==> src/rtl/dsrt_pkg.sv <==
package dsrt_pkg;

    localparam int CAPACITY = 16;
    localparam int IDX_W    = (CAPACITY > 1) ? $clog2(CAPACITY) : 1;
    localparam int CNT_W    = $clog2(CAPACITY + 1);

    localparam int OP_W     = 3;
    localparam int CODE_W   = 40;
    localparam int DAY_W    = 5;
    localparam int MONTH_W  = 4;
    localparam int YEAR_W   = 14;
    localparam int POSTAL_W = 17;
    localparam int STATUS_W = 2;

    localparam logic [OP_W-1:0] OP_INSERT = 3'd0;
    localparam logic [OP_W-1:0] OP_FIND   = 3'd1;
    localparam logic [OP_W-1:0] OP_DELETE = 3'd2;
    localparam logic [OP_W-1:0] OP_RANGE  = 3'd3;
    localparam logic [OP_W-1:0] OP_DUMP   = 3'd4;

    localparam logic [STATUS_W-1:0] ST_OK   = 2'd0;
    localparam logic [STATUS_W-1:0] ST_NONE = 2'd1;
    localparam logic [STATUS_W-1:0] ST_FULL = 2'd2;

    // year in the top bits so that a plain compare orders dates
    typedef struct packed {
        logic [YEAR_W-1:0]  year;
        logic [MONTH_W-1:0] month;
        logic [DAY_W-1:0]   day;
    } date_t;

    typedef struct packed {
        logic [CODE_W-1:0]   code;
        date_t               date;
        logic [POSTAL_W-1:0] postal;
    } rec_t;

    typedef struct packed {
        logic [STATUS_W-1:0] status;
        rec_t                rec;
        logic                last;
    } out_word_t;

endpackage

==> src/rtl/dsrt_in_if.sv <==
interface dsrt_in_if
    import dsrt_pkg::*;
();
    logic                valid;
    logic                ready;
    logic [OP_W-1:0]     op;
    logic [CODE_W-1:0]   code;
    logic [DAY_W-1:0]    day;
    logic [MONTH_W-1:0]  month;
    logic [YEAR_W-1:0]   year;
    logic [POSTAL_W-1:0] postal;
    logic [DAY_W-1:0]    end_day;
    logic [MONTH_W-1:0]  end_month;
    logic [YEAR_W-1:0]   end_year;

    modport source (
        output valid, op, code, day, month, year, postal, end_day, end_month, end_year,
        input  ready
    );

    modport sink (
        input  valid, op, code, day, month, year, postal, end_day, end_month, end_year,
        output ready
    );
endinterface

==> src/rtl/dsrt_out_if.sv <==
interface dsrt_out_if
    import dsrt_pkg::*;
();
    logic                valid;
    logic                ready;
    logic [STATUS_W-1:0] status;
    logic [CODE_W-1:0]   rec_code;
    logic [DAY_W-1:0]    rec_day;
    logic [MONTH_W-1:0]  rec_month;
    logic [YEAR_W-1:0]   rec_year;
    logic [POSTAL_W-1:0] rec_postal;
    logic                last;

    modport source (
        output valid, status, rec_code, rec_day, rec_month, rec_year, rec_postal, last,
        input  ready
    );

    modport sink (
        input  valid, status, rec_code, rec_day, rec_month, rec_year, rec_postal, last,
        output ready
    );
endinterface

==> src/rtl/date_sorted_record_table.sv <==
// date-sorted record table, up to CAPACITY records kept latest date first
// req channel: one command word (insert, find, delete by code, range delete, dump)
// rsp channel: result words, each with a status and a record; last marks the
// final word of a command
// one command at a time: req.ready is high only while the table is idle
// a command walks the stored records through one memory read port, one record
// per cycle while the rsp side does not stall, with one date/code compare unit;
// an insert into a full table skips the walk and answers with the full status
// records found, removed or dumped leave in walk order; one word is
// held back so the last mark can be set at the end of the walk
// a stalled rsp side freezes the walk; the output register lets the table
// finish and take the next command while the final word still waits
// reset empties the table (fill count zero) and drops any pending word; the
// record memory itself is not cleared
module date_sorted_record_table
    import dsrt_pkg::*;
(
    input  logic       clk,
    input  logic       rst_n,
    dsrt_in_if.sink    req,
    dsrt_out_if.source rsp
);

    typedef enum logic [4:0] {
        S_IDLE   = 5'b00001,
        S_SCAN   = 5'b00010,
        S_TAIL   = 5'b00100,
        S_FINISH = 5'b01000,
        S_SPARE  = 5'b10000
    } state_t;

    state_t              state_reg, state_next;
    logic [OP_W-1:0]     op_reg, op_next;
    logic [CODE_W-1:0]   code_reg, code_next;
    date_t               lo_reg, lo_next;
    date_t               hi_reg, hi_next;
    rec_t                carry_reg, carry_next;
    logic [CNT_W-1:0]    fill_reg, fill_next;
    logic [CNT_W-1:0]    rd_ptr_reg, rd_ptr_next;
    logic                ev_valid_reg, ev_valid_next;
    logic [IDX_W-1:0]    ev_idx_reg, ev_idx_next;
    logic [CNT_W-1:0]    w_reg, w_next;
    logic                hit_reg, hit_next;
    logic                pend_valid_reg, pend_valid_next;
    rec_t                pend_reg, pend_next;
    logic [STATUS_W-1:0] fin_status_reg, fin_status_next;
    logic                out_valid_reg, out_valid_next;
    out_word_t           out_reg, out_next;

    rec_t             mem [CAPACITY];
    rec_t             q_reg;
    logic             rd_en;
    logic [IDX_W-1:0] rd_addr;
    logic             wr_en;
    logic [IDX_W-1:0] wr_addr;
    rec_t             wr_data;

    date_t d1, d2;
    logic  accept;
    logic  can_load;
    logic  code_eq, in_range, ins_here;
    logic  match, emit, keep, stall;

    assign d1 = '{year: req.year, month: req.month, day: req.day};
    assign d2 = '{year: req.end_year, month: req.end_month, day: req.end_day};

    assign req.ready = (state_reg == S_IDLE);
    assign accept    = req.valid && (state_reg == S_IDLE);
    assign can_load  = !out_valid_reg || rsp.ready;

    // shared compare unit on the record under evaluation
    assign code_eq  = (q_reg.code == code_reg);
    assign in_range = (q_reg.date >= lo_reg) && (q_reg.date <= hi_reg);
    // the front place needs a strictly later date, later places a date not earlier
    assign ins_here = (ev_idx_reg == '0) ? (lo_reg > q_reg.date) : (lo_reg >= q_reg.date);

    always_comb
    begin
        match = 1'b0;
        emit  = 1'b0;
        keep  = 1'b1;
        case (op_reg)
            OP_FIND:
            begin
                match = !hit_reg && code_eq;
                emit  = match;
            end
            OP_DELETE:
            begin
                match = !hit_reg && code_eq;
                emit  = match;
                keep  = !match;
            end
            OP_RANGE:
            begin
                match = in_range;
                emit  = match;
                keep  = !match;
            end
            OP_DUMP:
            begin
                match = 1'b1;
                emit  = 1'b1;
            end
            default:
            begin
                match = ins_here;
            end
        endcase
    end

    assign stall = ev_valid_reg && emit && pend_valid_reg && !can_load;

    always_comb
    begin
        state_next      = state_reg;
        op_next         = op_reg;
        code_next       = code_reg;
        lo_next         = lo_reg;
        hi_next         = hi_reg;
        carry_next      = carry_reg;
        fill_next       = fill_reg;
        rd_ptr_next     = rd_ptr_reg;
        ev_valid_next   = ev_valid_reg;
        ev_idx_next     = ev_idx_reg;
        w_next          = w_reg;
        hit_next        = hit_reg;
        pend_valid_next = pend_valid_reg;
        pend_next       = pend_reg;
        fin_status_next = fin_status_reg;
        out_valid_next  = out_valid_reg && !rsp.ready;
        out_next        = out_reg;
        rd_en           = 1'b0;
        rd_addr         = rd_ptr_reg[IDX_W-1:0];
        wr_en           = 1'b0;
        wr_addr         = w_reg[IDX_W-1:0];
        wr_data         = q_reg;

        case (state_reg)
            S_IDLE:
            begin
                if (accept)
                begin
                    op_next         = req.op;
                    code_next       = req.code;
                    carry_next      = '{code: req.code, date: d1, postal: req.postal};
                    lo_next         = d1;
                    hi_next         = d2;
                    if (req.op == OP_RANGE && d1 > d2)
                    begin
                        lo_next = d2;
                        hi_next = d1;
                    end
                    rd_ptr_next     = '0;
                    ev_valid_next   = 1'b0;
                    w_next          = '0;
                    hit_next        = 1'b0;
                    pend_valid_next = 1'b0;
                    fin_status_next = (req.op == OP_INSERT) ? ST_OK : ST_NONE;
                    if (req.op == OP_INSERT && fill_reg == CNT_W'(CAPACITY))
                    begin
                        fin_status_next = ST_FULL;
                        state_next      = S_FINISH;
                    end
                    else if (req.op <= OP_DUMP)
                    begin
                        state_next = S_SCAN;
                    end
                end
            end

            S_SCAN:
            begin
                if (!stall)
                begin
                    if (ev_valid_reg)
                    begin
                        if (op_reg == OP_INSERT)
                        begin
                            // once placed, each record moves up one place
                            if (hit_reg || match)
                            begin
                                wr_en      = 1'b1;
                                wr_addr    = ev_idx_reg;
                                wr_data    = carry_reg;
                                carry_next = q_reg;
                                hit_next   = 1'b1;
                            end
                        end
                        else
                        begin
                            if (match)
                            begin
                                hit_next = 1'b1;
                            end
                            if (emit)
                            begin
                                pend_valid_next = 1'b1;
                                pend_next       = q_reg;
                                if (pend_valid_reg)
                                begin
                                    out_valid_next = 1'b1;
                                    out_next       = '{status: ST_OK, rec: pend_reg, last: 1'b0};
                                end
                            end
                            // compaction for the removing commands
                            if ((op_reg == OP_DELETE || op_reg == OP_RANGE) && keep)
                            begin
                                wr_en   = 1'b1;
                                wr_addr = w_reg[IDX_W-1:0];
                                wr_data = q_reg;
                                w_next  = w_reg + CNT_W'(1);
                            end
                        end
                    end

                    if (rd_ptr_reg < fill_reg)
                    begin
                        rd_en         = 1'b1;
                        ev_valid_next = 1'b1;
                        ev_idx_next   = rd_ptr_reg[IDX_W-1:0];
                        rd_ptr_next   = rd_ptr_reg + CNT_W'(1);
                    end
                    else
                    begin
                        ev_valid_next = 1'b0;
                        if (!ev_valid_reg)
                        begin
                            if (op_reg == OP_INSERT)
                            begin
                                state_next = S_TAIL;
                            end
                            else
                            begin
                                if (op_reg == OP_DELETE || op_reg == OP_RANGE)
                                begin
                                    fill_next = w_reg;
                                end
                                state_next = S_FINISH;
                            end
                        end
                    end
                end
            end

            S_TAIL:
            begin
                // new record at the end, or the record pushed off the end
                wr_en      = 1'b1;
                wr_addr    = fill_reg[IDX_W-1:0];
                wr_data    = carry_reg;
                fill_next  = fill_reg + CNT_W'(1);
                state_next = S_FINISH;
            end

            S_FINISH:
            begin
                if (can_load)
                begin
                    out_valid_next  = 1'b1;
                    pend_valid_next = 1'b0;
                    if (pend_valid_reg)
                    begin
                        out_next = '{status: ST_OK, rec: pend_reg, last: 1'b1};
                    end
                    else
                    begin
                        out_next = '{status: fin_status_reg, rec: '0, last: 1'b1};
                    end
                    state_next = S_IDLE;
                end
            end

            default:
            begin
                state_next = S_IDLE;
            end
        endcase
    end

    always_ff @(posedge clk or negedge rst_n)
    begin
        if (!rst_n)
        begin
            state_reg      <= S_IDLE;
            op_reg         <= OP_INSERT;
            fill_reg       <= '0;
            rd_ptr_reg     <= '0;
            ev_valid_reg   <= 1'b0;
            ev_idx_reg     <= '0;
            w_reg          <= '0;
            hit_reg        <= 1'b0;
            pend_valid_reg <= 1'b0;
            fin_status_reg <= ST_OK;
            out_valid_reg  <= 1'b0;
        end
        else
        begin
            state_reg      <= state_next;
            op_reg         <= op_next;
            fill_reg       <= fill_next;
            rd_ptr_reg     <= rd_ptr_next;
            ev_valid_reg   <= ev_valid_next;
            ev_idx_reg     <= ev_idx_next;
            w_reg          <= w_next;
            hit_reg        <= hit_next;
            pend_valid_reg <= pend_valid_next;
            fin_status_reg <= fin_status_next;
            out_valid_reg  <= out_valid_next;
        end
    end

    always_ff @(posedge clk)
    begin
        code_reg  <= code_next;
        lo_reg    <= lo_next;
        hi_reg    <= hi_next;
        carry_reg <= carry_next;
        pend_reg  <= pend_next;
        out_reg   <= out_next;
    end

    // record memory, one write and one registered read a cycle
    always_ff @(posedge clk)
    begin
        if (wr_en)
        begin
            mem[wr_addr] <= wr_data;
        end
        if (rd_en)
        begin
            q_reg <= mem[rd_addr];
        end
    end

    assign rsp.valid      = out_valid_reg;
    assign rsp.status     = out_reg.status;
    assign rsp.rec_code   = out_reg.rec.code;
    assign rsp.rec_day    = out_reg.rec.date.day;
    assign rsp.rec_month  = out_reg.rec.date.month;
    assign rsp.rec_year   = out_reg.rec.date.year;
    assign rsp.rec_postal = out_reg.rec.postal;
    assign rsp.last       = out_reg.last;

endmodule
==> src/flat_wrapper.sv <==
// flat-port wrapper written by rule: the top's interface ports become plain ports
module date_sorted_record_table_flat import dsrt_pkg::*;
  (clk, rst_n, req_valid, req_op, req_code, req_day, req_month, req_year, req_postal, req_end_day, req_end_month, req_end_year, req_ready, rsp_valid, rsp_status, rsp_rec_code, rsp_rec_day, rsp_rec_month, rsp_rec_year, rsp_rec_postal, rsp_last, rsp_ready);
  dsrt_in_if req_i ();
  dsrt_out_if rsp_i ();
  input  logic clk;
  input  logic rst_n;
  input wire logic [$bits(req_i.valid)-1:0] req_valid;
  input wire logic [$bits(req_i.op)-1:0] req_op;
  input wire logic [$bits(req_i.code)-1:0] req_code;
  input wire logic [$bits(req_i.day)-1:0] req_day;
  input wire logic [$bits(req_i.month)-1:0] req_month;
  input wire logic [$bits(req_i.year)-1:0] req_year;
  input wire logic [$bits(req_i.postal)-1:0] req_postal;
  input wire logic [$bits(req_i.end_day)-1:0] req_end_day;
  input wire logic [$bits(req_i.end_month)-1:0] req_end_month;
  input wire logic [$bits(req_i.end_year)-1:0] req_end_year;
  output wire logic [$bits(req_i.ready)-1:0] req_ready;
  output wire logic [$bits(rsp_i.valid)-1:0] rsp_valid;
  output wire logic [$bits(rsp_i.status)-1:0] rsp_status;
  output wire logic [$bits(rsp_i.rec_code)-1:0] rsp_rec_code;
  output wire logic [$bits(rsp_i.rec_day)-1:0] rsp_rec_day;
  output wire logic [$bits(rsp_i.rec_month)-1:0] rsp_rec_month;
  output wire logic [$bits(rsp_i.rec_year)-1:0] rsp_rec_year;
  output wire logic [$bits(rsp_i.rec_postal)-1:0] rsp_rec_postal;
  output wire logic [$bits(rsp_i.last)-1:0] rsp_last;
  input wire logic [$bits(rsp_i.ready)-1:0] rsp_ready;
  assign req_i.valid = req_valid;
  assign req_i.op = req_op;
  assign req_i.code = req_code;
  assign req_i.day = req_day;
  assign req_i.month = req_month;
  assign req_i.year = req_year;
  assign req_i.postal = req_postal;
  assign req_i.end_day = req_end_day;
  assign req_i.end_month = req_end_month;
  assign req_i.end_year = req_end_year;
  assign req_ready = req_i.ready;
  assign rsp_valid = rsp_i.valid;
  assign rsp_status = rsp_i.status;
  assign rsp_rec_code = rsp_i.rec_code;
  assign rsp_rec_day = rsp_i.rec_day;
  assign rsp_rec_month = rsp_i.rec_month;
  assign rsp_rec_year = rsp_i.rec_year;
  assign rsp_rec_postal = rsp_i.rec_postal;
  assign rsp_last = rsp_i.last;
  assign rsp_i.ready = rsp_ready;
  date_sorted_record_table u_core (.clk(clk), .rst_n(rst_n), .req(req_i), .rsp(rsp_i));
endmodule
==> config.mk <==
export PLATFORM = sky130hd
export DESIGN_NAME = date_sorted_record_table_flat
export DESIGN_NICKNAME = d
export VERILOG_FILES = /design/src/rtl/dsrt_pkg.sv /design/src/rtl/dsrt_in_if.sv /design/src/rtl/dsrt_out_if.sv /design/src/rtl/date_sorted_record_table.sv /design/src/flat_wrapper.sv
export SDC_FILE = /design/constraint.sdc
export NUM_CORES = 2
export LEC_CHECK = 0
export BUFFER_PORTS_ARGS = -buffer_cell sky130_fd_sc_hd__buf_4
export CORE_ASPECT_RATIO = 1.5
export CORE_MARGIN = 5
export CORE_UTILIZATION = 56
export DETAILED_ROUTE_END_ITERATION = 10
export PLACE_DENSITY = 0.76
export SETUP_SLACK_MARGIN = 0.1
export SYNTH_ARGS = -nofsm -noshare
export SYNTH_HDL_FRONTEND = slang
export SYNTH_SLANG_ARGS = --single-unit
==> constraint.sdc <==
create_clock -name clk -period 11 [get_ports clk]
set_clock_uncertainty 0.15 [all_clocks]
set_input_delay 0.55 -clock clk [delete_from_list [all_inputs] [get_ports clk]]
set_output_delay 0.55 -clock clk [all_outputs]
set_load 0.05 [all_outputs]
=== Word-level counts from Yosys, hierarchy flattened ===
Memories as Yosys holds them, arrays and structs flattened. A register that Yosys moved wholly into a read port is not among the register bits.
Index checks and enable logic that the tools add are counted.

* Register bits after elaboration: 362
* Bits in writable memories: 1280
* Input port bits: 110
* Output and inout bits: 85
* Logic and storage cells: 204
* Memories: 1

{| class="wikitable"
|+ Memory list
! memory !! words !! bits a word !! rd ports !! clocked after Yosys merged registers in !! wr ports !! line !! source
|-
| u_core.mem || 16 || 80 || 1 || 1 || 1 || date_sorted_record_table.sv:50 || <nowiki>rec_t mem [CAPACITY];</nowiki>
|}

* $add $sub $neg: 3
* $lt $le $gt $ge: 7
* Equality and inequality tests: 28
* Multiplexer cells: 89
* Bitwise gates (word level): 2
* Reductions and logical operators: 39

{| class="wikitable"
|+ Operators by type and width
! operator !! count
|-
| two-way mux 80 bit || 9
|-
| two-way mux 83 bit || 7
|-
| case mux 80 bit (2 select lines) || 2
|-
| case mux 83 bit (2 select lines) || 1
|-
| two-way mux 5 bit || 19
|-
| >= comparator 23 bit || 2
|-
| > comparator 23 bit || 2
|-
| two-way mux 23 bit || 2
|-
| == test 40 bit || 1
|-
| two-way mux 1 bit || 30
|-
| case mux 5 bit (2 select lines) || 3
|-
| AND reduction 6 bit || 5
|-
| less-or-equal comparator 23 bit || 1
|-
| two-way mux 4 bit || 5
|-
| != test 2 x 1 -> 1 bit, second input constant || 10
|-
| case mux 5 bit (4 select lines) || 1
|-
| adder 5 x 1 -> 5 bit, second input constant || 3
|-
| AND reduction 7 bit || 2
|-
| logical AND 1 bit || 10
|-
| case mux 1 bit (2 select lines) || 5
|-
| == test 3 x 2 -> 1 bit, second input constant || 3
|-
| case mux 1 bit (3 select lines) || 3
|-
| != test 2 bit, second input constant || 4
|-
| case mux 4 bit (2 select lines) || 1
|-
| 24 further kinds || 37
|}

=== Depth between registers and ports, before layout ===
* Depth after elaboration: 12
* Depth in mapped cells: 13
* Depth with buffers taken out: 10

=== Least setup slack after synthesis ===
Ideal clock, no wire load.

* Kind: reg2reg
* Start: register u_core.q_reg[36] (netlist name)
* End: memory u_core.mem[0][0] (netlist bit) (enable)
* Library setup time: 715 ps
* Arrival: 9837 ps
* Data required time: 10135 ps
* Slack: 298 ps
* Stages on the path, launching flop included: 10
* Path buffers: 0
* Period minus slack after synthesis: 10702 ps
* Cell sequence: edfxtp_1 inv_1 ha_1 nand4_1 or4b_4 nand4_2 o21a_2 nor2_2 a221o_1 nor4_1

* Word-level cells in the longest chain between the ends: 12
* Elaborated cells on any way between the ends: 28
* Classes of those cells: order compare (4); mux (17); reduce/logical (7)

{| class="wikitable"
|+ RTL lines
! item !! line !! source
|-
| >= comparator 23 bit or less-or-equal comparator 23 bit (tied branches) || date_sorted_record_table.sv:73 || <nowiki>assign in_range = (q_reg.date >= lo_reg) && (q_reg.date <= hi_reg);</nowiki>
|-
| logical AND 1 bit || date_sorted_record_table.sv:73 ||
|-
| zero test 1 bit || date_sorted_record_table.sv:98 || <nowiki>keep = !match;</nowiki>
|-
| case mux 1 bit (2 select lines) || date_sorted_record_table.sv:82 || <nowiki>case (op_reg)</nowiki>
|-
| logical AND 1 bit || date_sorted_record_table.sv:207 || <nowiki>if ((op_reg == OP_DELETE || op_reg == OP_RANGE) && keep)</nowiki>
|-
| two-way mux 1 bit || date_sorted_record_table.sv:207 ||
|-
| two-way mux 1 bit || date_sorted_record_table.sv:178 || <nowiki>if (op_reg == OP_INSERT)</nowiki>
|-
| two-way mux 1 bit || date_sorted_record_table.sv:176 || <nowiki>if (ev_valid_reg)</nowiki>
|-
| two-way mux 1 bit || date_sorted_record_table.sv:174 || <nowiki>if (!stall)</nowiki>
|-
| case mux 1 bit (2 select lines) || date_sorted_record_table.sv:139 || <nowiki>case (state_reg)</nowiki>
|-
| two-way mux 1 bit || date_sorted_record_table.sv:326 || <nowiki>if (wr_en)</nowiki>
|-
| two-way mux 1 bit (not written as such) || date_sorted_record_table.sv:328 || <nowiki>mem[wr_addr] <= wr_data;</nowiki>
|-
| end, declared || date_sorted_record_table.sv:50 ||
|}

Several ways; a longest one is shown, not always the timed one.

=== Worst setup path in the final report ===
* Start: register u_core.q_reg[19] (netlist name)
* End: memory u_core.mem[11][44] (netlist bit) (enable)

* Word-level cells in the longest chain between the ends: 12
* Elaborated cells on any way between the ends: 28
* Classes of those cells: order compare (4); mux (17); reduce/logical (7)

{| class="wikitable"
|+ RTL lines
! item !! line
|-
| >= comparator 23 bit or less-or-equal comparator 23 bit (tied branches) || date_sorted_record_table.sv:73
|-
| logical AND 1 bit || date_sorted_record_table.sv:73
|-
| zero test 1 bit || date_sorted_record_table.sv:98
|-
| case mux 1 bit (2 select lines) || date_sorted_record_table.sv:82
|-
| logical AND 1 bit || date_sorted_record_table.sv:207
|-
| two-way mux 1 bit || date_sorted_record_table.sv:207
|-
| two-way mux 1 bit || date_sorted_record_table.sv:178
|-
| two-way mux 1 bit || date_sorted_record_table.sv:176
|-
| two-way mux 1 bit || date_sorted_record_table.sv:174
|-
| case mux 1 bit (2 select lines) || date_sorted_record_table.sv:139
|-
| two-way mux 1 bit || date_sorted_record_table.sv:326
|-
| two-way mux 1 bit (not written as such) || date_sorted_record_table.sv:328
|}

Several ways; a longest one is shown, not always the timed one.

==> flow_summary.yaml <==
cts:
  h-tree-depth: 4
  numClockSinks: 1721
  clock_latency_ps: 780
  clk_path_buf_depth: 3
  cts_made_buffers: 149
  clockRootBuffer: "clkbuf_16"
  cts.hold.buffers_added: 117
  cts_resized: 0
  path_clk_slew_ps: 60
  cts_setup_buffers: 0
  cts_tree: "yes"
critical_path:
  worstSetupStartpointType: "flip-flop"
  r2r_end: "u_core.mem[11][44]"
  cpMostUsedCell: "a21oi_1"
  criticalPathCategory: "flip-flop to flip-flop"
  endpoint_kind: "flip-flop"
  slowest_delay_ps: 910
  cp_slowest_cell: "nor4_2"
  critPathRequiredTime_ps: 11250
  r2r-start: "u_core.q_reg[19]"
  path_cells: "inv_1 -> ha_1 -> a21oi_1 -> a21oi_1 -> o311ai_2 -> nand4_2 -> o21a_2 -> o22a_4 -> buf_4 -> o21a_1 -> nor4_2 -> buf_12"
  arrival_ps: 5950
  ff2ff_setup_slack_ps: 5300
  r2r_cells: 12
  cp_max_fo: 74
hold_path:
  holdPathStages: 3
  worstHoldStart: "req_postal[7]"
  worstHoldPathType: "primary input to flip-flop"
  worstHoldEndpoint: "u_core.carry_reg[7]"
die:
  ios: 195
  core_um2: 120000
  dieArea_um2: 127700
  die_w_um: 293.4
  die_y_um: 435.1
  start_util_pct: 56.20
  rows: 156
global_route:
  grt_pass1_wl_um: 242100
  grt_max_degree: 149
  antenna_found_initial: 5
  grt_usage_pct: 25.85
  grt_pass1_vias: 35680
  gr-total-overflow: 0
timing:
  fin_tns_setup_ps: 0
  finalSetupViolCount: 0
  rsz0062_at_grt: "no"
  period_minus_slack_ps: 5704
  drv_slew: 0
  post-route-period-util_pct: 51.85
  fmax_mhz: 175.3
  hold_viol: 0
  whs_ps: 47.83
  slew_headroom_pct: 13.36
  tightest_slew_ps: 1291
routing:
  routed_via_density: 6.378
  first_pass_iters: 6
  drt_iter0_drc: 4126
  vias: 33890
  drc: 0
  wirelength_um: 164400
  post_drt_wl_per_cell_um: 30.94
  route.antenna.remaining_nets: 0
final_layout:
  n_fill_cell: 7592
  largest_register: "u_core.mem"
  syn_to_final_growth_pct: 14.19
  drive_gt1_share_pct: 26.07
  fin_nets: 3801
  fin_cells: 5313
  largest_register_ffs: 1280
synth:
  synth-main-ff-cell: "edfxtp_1"
  yosysMostFrequentCell: "edfxtp_1"
  yosysSeqAreaShare_pct: 76.37
  synth_nets: 3415
  synth_top_area_share_pct: 75.18
  synthTopCellsByArea: "edfxtp_1 75%, mux4_2 13%, ha_1 1.4%"
  yosys_warnings: 0
  yosys_register_bits: 1721
  synth_edf_count: 1689
  async_flop_share_pct: 1.859
  syn-cell-area_um2: 67460
  synth_cell_types: 76
  synth_area_leader_cell: "edfxtp_1"
  yosys-top-cells-count: "1689 x edfxtp_1, 400 x mux4_2, 254 x nand2_1"
  synth_cells: 3228
  post_synth.cell_area_avg_um2: 20.90
power_and_ir_drop:
  pwr-share-comb_pct: 21.5
  p_leak_nw: 25.05
  internal-power_mw: 12.55
  irDropWorstVdd_uv: 181.1
  power_per_cell_area_nw_per_um2: 226.5
  switching_share_pct: 28.09
  clockPowerShare_pct: 30.0
  p_switching_mw: 4.902
  pwr-share-seq_pct: 48.6
placed_design:
  gp_congestion: 0.8354
  dp_hpwl_um: 90910
  port_buffers: 194
  dpl.cell_count: 4926
outcome:
  status: "finished clean"
flow_run:
  maxCapViolCount: 0
per-stage QoR:
step	utilization (%)	area, um2	power [mW]	worst slack, ps
floorplan	-	67460	11.03	297.6
global placement	59.18	71040	12.22	5403
detailed placement	59.18	71040	12.29	5387
CTS	64.17	77030	17.53	5307
global route	64.17	77030	18.09	5166
finish	64.17	77040	17.45	5296
critical path, delay by kind of cell, from the launching register on:
family / cells / cell delay, ps
DFF: 1 / 410
and+or+nand+nor: 2 / 1130
adders and majority gates: 1 / 270
buffers and inverters: 3 / 1230
AOI/OAI and AO/OA: 6 / 2000
metal layers:
layer	vias up	GRT usage, %	share of wire (%)
met5	-	0	0
met2	1878	44.79	53
li1	13930	-	-
met4	0	9.168	3.7
met1	17760	33.65	36
met3	324	4.089	7.9
power groups by stage:
stage	clock network, mW	registers, mW	logic, mW
6_report	5.23	8.48	3.74
5_1_grt	5.59	8.51	3.99
4_1_cts	5.29	8.47	3.77
3_5_place_dp	0	8.61	3.68
3_3_place_gp	0	8.59	3.63
2_1_floorplan	0	8.53	2.50
placed cells by master (no fill, tap or decap), types with 19 or more instances in the layout:
| master | n |
|---|---|
| a21oi_1 | 33 |
| buf_4 | 249 |
| clkbuf_1 | 27 |
| clkbuf_16 | 155 |
| clkinv_1 | 25 |
| clkinv_2 | 24 |
| dfrtp_1 | 27 |
| dlygate4sd3_1 | 117 |
| edfxtp_1 | 1689 |
| ha_1 | 77 |
| inv_1 | 87 |
| mux2_1 | 55 |
| mux2_2 | 46 |
| mux4_2 | 400 |
| nand2_1 | 253 |
| nand3_1 | 19 |
| nor2_1 | 23 |
| nor2b_1 | 86 |
| o21ai_0 | 47 |
| o21ai_1 | 26 |
| xor2_1 | 36 |
worst max-delay path by stage:
| stage | from | endpoint | slack (ps) | depth (start not counted) |
|---|---|---|---|---|
| final | u_core.q_reg[19] | u_core.mem[11][44] | 5300 | 12 |
| after floorplan | u_core.q_reg[36] | u_core.mem[0][0] | 300 | 9 |
| after global routing | u_core.q_reg[27] | u_core.mem[11][77] | 5170 | 12 |
| after CTS | u_core.q_reg[19] | u_core.mem[11][68] | 5310 | 12 |
| after global placement | u_core.q_reg[21] | u_core.mem[11][61] | 5400 | 12 |
| after detailed placement | u_core.q_reg[27] | u_core.mem[11][61] | 5390 | 12 |
kinds of logic after synthesis:
logic type / Yosys count / share of synthesized area, %
flops: 1721 / 76.37
mux: 510 / 15.20
simple gates: 481 / 3.550
buf+inv: 224 / 1.293
compound gates: 178 / 1.680
fa+ha+maj: 77 / 1.428
xor+xnor: 37 / 0.4803
cell type report:
cell class	count	area, um2	share of cell area (%)
inverter	88	332.8	0.4320
sequential	1721	51540	66.90
timing repair buffer	371	3141	4.077
tap	1580	1977	2.566
antenna	4	10.01	0.01299
clock inverter	83	822.0	1.067
clock buffer	183	3994	5.184
multi-input combinational	1283	15220	19.76
(Power assumes the default switching activity.)
